==> src/rtl/ptd_mul.sv <==
// Two-stage signed multiplier: four half-width partial products, then their sum.
// No dependencies.
module ptd_mul #(
   parameter int AW = 25,
   parameter int BW = 25
) (
   input  logic                    clock,
   input  logic                    en,
   input  logic signed [AW-1:0]    a,
   input  logic signed [BW-1:0]    b,
   output logic signed [AW+BW-1:0] p
);
   localparam int LA  = AW / 2;
   localparam int HA  = AW - LA;
   localparam int LB  = BW / 2;
   localparam int HB  = BW - LB;
   localparam int PWD = AW + BW;

   logic signed [LA:0]         a_lo;
   logic signed [HA-1:0]       a_hi;
   logic signed [LB:0]         b_lo;
   logic signed [HB-1:0]       b_hi;
   logic signed [HA+HB-1:0]    hh_ff;
   logic signed [HA+LB:0]      hl_ff;
   logic signed [LA+HB:0]      lh_ff;
   logic signed [LA+LB+1:0]    ll_ff;
   logic signed [PWD-1:0]      p_in;
   logic signed [PWD-1:0]      p_ff;

   assign a_lo = $signed({1'b0, a[LA-1:0]});
   assign a_hi = a[AW-1:LA];
   assign b_lo = $signed({1'b0, b[LB-1:0]});
   assign b_hi = b[BW-1:LB];

   always_ff @(posedge clock) begin
      if (en) begin
         hh_ff <= a_hi * b_hi;
         hl_ff <= a_hi * b_lo;
         lh_ff <= a_lo * b_hi;
         ll_ff <= a_lo * b_lo;
      end
   end

   assign p_in = (PWD'(hh_ff) <<< (LA + LB)) + (PWD'(hl_ff) <<< LA)
               + (PWD'(lh_ff) <<< LB) + PWD'(ll_ff);

   always_ff @(posedge clock) begin
      if (en) begin
         p_ff <= p_in;
      end
   end

   assign p = p_ff;
endmodule

==> config.mk <==
export PLATFORM = sky130hd
export DESIGN_NAME = ptd_mul
export DESIGN_NICKNAME = d
export VERILOG_FILES = /design/src/rtl/ptd_mul.sv
export SDC_FILE = /design/constraint.sdc
export NUM_CORES = 2
export LEC_CHECK = 0
export ABC_AREA = 1
export BUFFER_PORTS_ARGS = -buffer_cell sky130_fd_sc_hd__buf_2
export CAP_MARGIN = 20
export CELL_PAD_IN_SITES_DETAIL_PLACEMENT = 0
export CELL_PAD_IN_SITES_GLOBAL_PLACEMENT = 1
export CORE_MARGIN = 3
export CORE_UTILIZATION = 54
export DETAILED_ROUTE_END_ITERATION = 8
export GPL_TIMING_DRIVEN = 0
export PLACE_DENSITY = 0.91
export SYNTH_ARGS = -nofsm -noshare
export SYNTH_HDL_FRONTEND = slang
export SYNTH_SLANG_ARGS = --single-unit
==> constraint.sdc <==
create_clock -name clock -period 9.88 [get_ports clock]
set_input_delay 1.976 -clock clock [delete_from_list [all_inputs] [get_ports clock]]
set_output_delay 1.976 -clock clock [all_outputs]
set_load 0.05 [all_outputs]
## Yosys cells after proc, flatten, opt, wreduce, memory -nomap -nowiden

Cells that the tools add are included.

- $add $sub $neg: 3
- Multiply operators: 4

Operators by type and width:

| operator | number |
|---|---|
| adder 50 x 38 -> 50 bit | 2 |
| multiplier 13 x 13 -> 26 bit | 3 |
| adder 50 x 25 -> 50 bit | 1 |
| multiplier 12 x 12 -> 24 bit | 1 |

- Output and inout port bits: 50
- Input port bits: 52
- Flip-flop bits (word level): 152

## Logic depth before layout (Yosys ltp)

- Depth in word-level cells: 3
- Mapped depth: 25
- Gate-level depth less buffers: 23

## Worst setup path before layout

No wires, ideal clock.

- Path kind: input to register
- Start point: in a[24]
- End point: reg hh_ff[25], data pin
- Arrival: 6.707 ns
- Path slack: 2.921 ns
- Stages on the path: 24
- Cell sequence: clkbuf_1 > clkbuf_1 > nand2_1 > fa_1 > inv_1 > fa_1 > inv_1 > fa_1 > inv_1 > fa_1 > inv_1 > fa_1 > inv_1 > ha_1 > ha_1 > nand2_1 > nor2_1 > nand2_1 > inv_1 > nand3_1 > nand3_1 > inv_1 > nand2_1 > nand2_1

- Cells in the longest elaborated chain, start to end: 1

Ends and longest elaborated chain:

| what | line | RTL |
|---|---|---|
| from (decl) | 9 | `input logic signed [AW-1:0] a,` |
| multiplier 13 x 13 -> 26 bit | 37 | `hh_ff <= a_hi * b_hi;` |
| to (signal assigned) | 37 |  |
| to (decl) | 23 | `logic signed [HA+HB-1:0] hh_ff;` |

Every way passes these cells.
A chain may end at the register's enable or synchronous reset.

## Final worst setup path

- Start point: in b[18]
- End point: reg hh_ff[25], data pin

- Cells in the longest elaborated chain, start to end: 1

Ends and longest elaborated chain:

| what | line | RTL |
|---|---|---|
| from (decl) | 10 | `input logic signed [BW-1:0] b,` |
| multiplier 13 x 13 -> 26 bit | 37 |  |

Every way passes these cells.

==> summary.md <==
| Metric | Value |
|---|---|
| Status | `completed` |
| Distinct cells, synth | `33` |
| Row cnt | `slightly below 90` |
| Die ar. | `62,700 um^2` |
| Hold Violations, Final | `0` |
| Final Max Slew Viols | `0` |
| Crit path capture type | `flip-flop` |
| Post-CTS Hold Fix Bufs | `0` |
| Layout net count | `around 5,000` |
| Slew headroom | `0.279` |
| Synth Net Count | `4,950` |
| Die H | `about 250 um` |
| H-tree depth | `4` |
| CP Launch Type | `input port` |
| Initial antenna violation count | `3` |
| RSZ-0062 raised after global routing | `no` |
| Grt total ovfl | `0` |
| DP HPWL | `79,200 um` |
| Initial core utilization | `0.552` |
| CORE AREA | `58,400 um^2` |
| Setup tns final | `0 ps` |
| Clock-pin slew on the worst setup and hold paths | `70 ps` |
| Post-detailed-route count of antenna-violating nets | `0` |
| Largest net degree at the start of global routing | `80` |
| Die Width | `~250 um` |
| Top FF cell, synth | `edfxtp_1` |
| Cell area after synthesis | `32,200 um^2` |
| I/O Pins | `102` |
| Area contributors post-synth | `fa_1 35%, edfxtp_1 14%, inv_1 13%` |
| Mean Syn Cell Area | `8.02 um^2` |
| Minimum clock period after layout | `8110 ps` |
| Max Clk Rate | `approximately 0.12 GHz` |
| Post-synthesis sequential area ratio | `0.142` |
| Post-CTS sizing | `0` |
| MaxCap Viol Count | `0` |
| Endpoints failing setup | `0` |
| Top-area cell type share of the netlist area | `0.346` |
| Top post-synthesis cells by count | `1,085 x inv_1, 1,076 x nand2_1, 558 x fa_1` |
| Layout cells sized above 1 | `0.0365` |
| CTS root buffer | `clkbuf_16` |
| Req. time, crit path | `between 10,000 and 15,000 ps` |
| Post-CTS setup buffer count | `0` |
| Area leader, netlist | `fa_1` |
| Hold/Removal Path Class | `flip-flop to flip-flop` |
| Clock tree sinks | `152` |
| Vias in the first global route | `25,900` |
| Initial DRC count | `between 2,000 and 2,500` |
| CTS tree | `done` |
| Port Buf Inserts | `52` |
| EDFF count, synth | `152` |
| Final Cycle Share | `0.821` |
| Crit path max fanout | `10` |
| First-pass GRT wire length | `147,000 um` |
| Worst-case clock skew | `slightly above 10 ps` |
| Gr usage total | `0.310` |
| Global placement routability congestion | `0.978` |
| DR DRC count | `0` |
| Arrival @ worst endpoint | `roughly 8300 ps` |
| Most frequent cell after synthesis | `inv_1` |
| Filler cell count | `5,464` |
| Synthesis Warnings | `0` |
| WL/cell | `19.4 um` |
| Drt via density | `5.25` |
| Routed WL | `94,600 um` |
| Total CTS buffers | `17` |
| Clock buffer depth | `2` |
| Worst-margin pin slew | `1080 ps` |
| Vias | `25,600` |
| FFs w/ async S/R, synth | `0` |
| Area Growth Syn to Fin | `5.74%` |
| Kind of critical path | `input port to flip-flop` |
| Pre-antenna DRT Iters | `8` |
| Worst-Skew Late Latency | `450 ps` |
| Yosys reg bits | `between 150 and 200` |
| Mapped Cells | `4,019` |
cells by family after synthesis:
group | count (synthesis) | synth area share
simple gates | 1425 | 0.179
buf+inv | 1245 | 0.145
fa+ha+maj | 879 | 0.471
compound gates | 222 | 0.0371
flops | 152 | 0.142
xor+xnor | 96 | 0.0261
critical path, stage by stage:
cell and delay, ps:
clkbuf_1 690, clkbuf_1 610, nand2_1 150, fa_1 520
inv_1 140, fa_1 660, inv_1 120, fa_1 490
inv_1 50, fa_1 500, inv_1 50, fa_1 500
inv_1 40, ha_1 290, ha_1 420, a21oi_1 300
o21ai_0 140, a21oi_1 140, nand3_1 180, nand2_1 120
nand2_1 160
metrics by stage:
| step | hold slack, ps | setup WS, ps | cells | cell area [um^2] | util |
|---|---|---|---|---|---|
| final | 417 | 1770 | 4871 | 34100 | 0.584 |
| after floorplan | 400 | 2920 | 4019 | 32200 | - |
| after global routing | 420 | 1480 | 4870 | 34100 | 0.584 |
| after CTS | 417 | 1860 | 4869 | 34100 | 0.584 |
| after detailed placement | 405 | 1400 | 4837 | 33500 | 0.574 |
| after global placement | 400 | 1430 | 4836 | 33500 | 0.573 |
cells in the final DEF (no fill, tap or decap), types with 3 or more instances in the layout:
cell type and n:
a21o_1 8, a21oi_1 132, buf_2 51, clkbuf_1 150
clkbuf_16 17, clkinvlp_4 4, edfxtp_1 152, fa_1 558
ha_1 321, inv_1 1085, inv_2 11, inv_6 4
nand2_1 1076, nand2_2 16, nand3_1 94, nand3_2 4
nand3b_1 8, nand4_1 37, nor2_1 150, nor2_2 11
nor3_1 8, nor3_2 7, o211ai_1 3, o21a_1 5
o21ai_0 57, o21ai_1 3, o21bai_1 8, or2_2 10
xnor2_1 26, xor2_1 70
sequential cells by signal, summed over array words and instances (netlist names):
name	count
lh_ff	26
hl_ff	26
ll_ff	24
hh_ff	26
p	50
worst paths after layout:
| kind | from | end | slack (ps) | depth (start not counted) |
|---|---|---|---|---|
| max reg2reg | hl_ff[1] | p[41] | 6700 | 14 |
| min | ll_ff[9] | p[9] | 420 | 0 |
| max | b[18] | hh_ff[25] | 1770 | 21 |
| min reg2reg | ll_ff[9] | p[9] | 420 | 0 |
metal layers:
metal	GRT usage	vias up	share of wire
li1	-	11900	-
met1	0.434	12400	0.42
met5	0	-	0.00025
met3	0.0748	161	0.10
met2	0.479	1068	0.44
met4	0.101	4	0.036
cell type report:
class                   instances  area [um^2]  share of cell area
clock inverters                14          165             0.00484
inverters                    1096         4110               0.121
multi-input cells            2622        23000               0.675
diodes                          2         5.00            0.000147
flip-flops and latches        152         4560               0.134
plain buffers                 149          559              0.0164
well taps                     765          957              0.0281
clock buffers                  18          429              0.0126
repair buffers                 53          294             0.00862
Power is left out: the tool's default activity adds up to more than one toggle a clock period on the data nets, which glitch-free logic cannot reach.
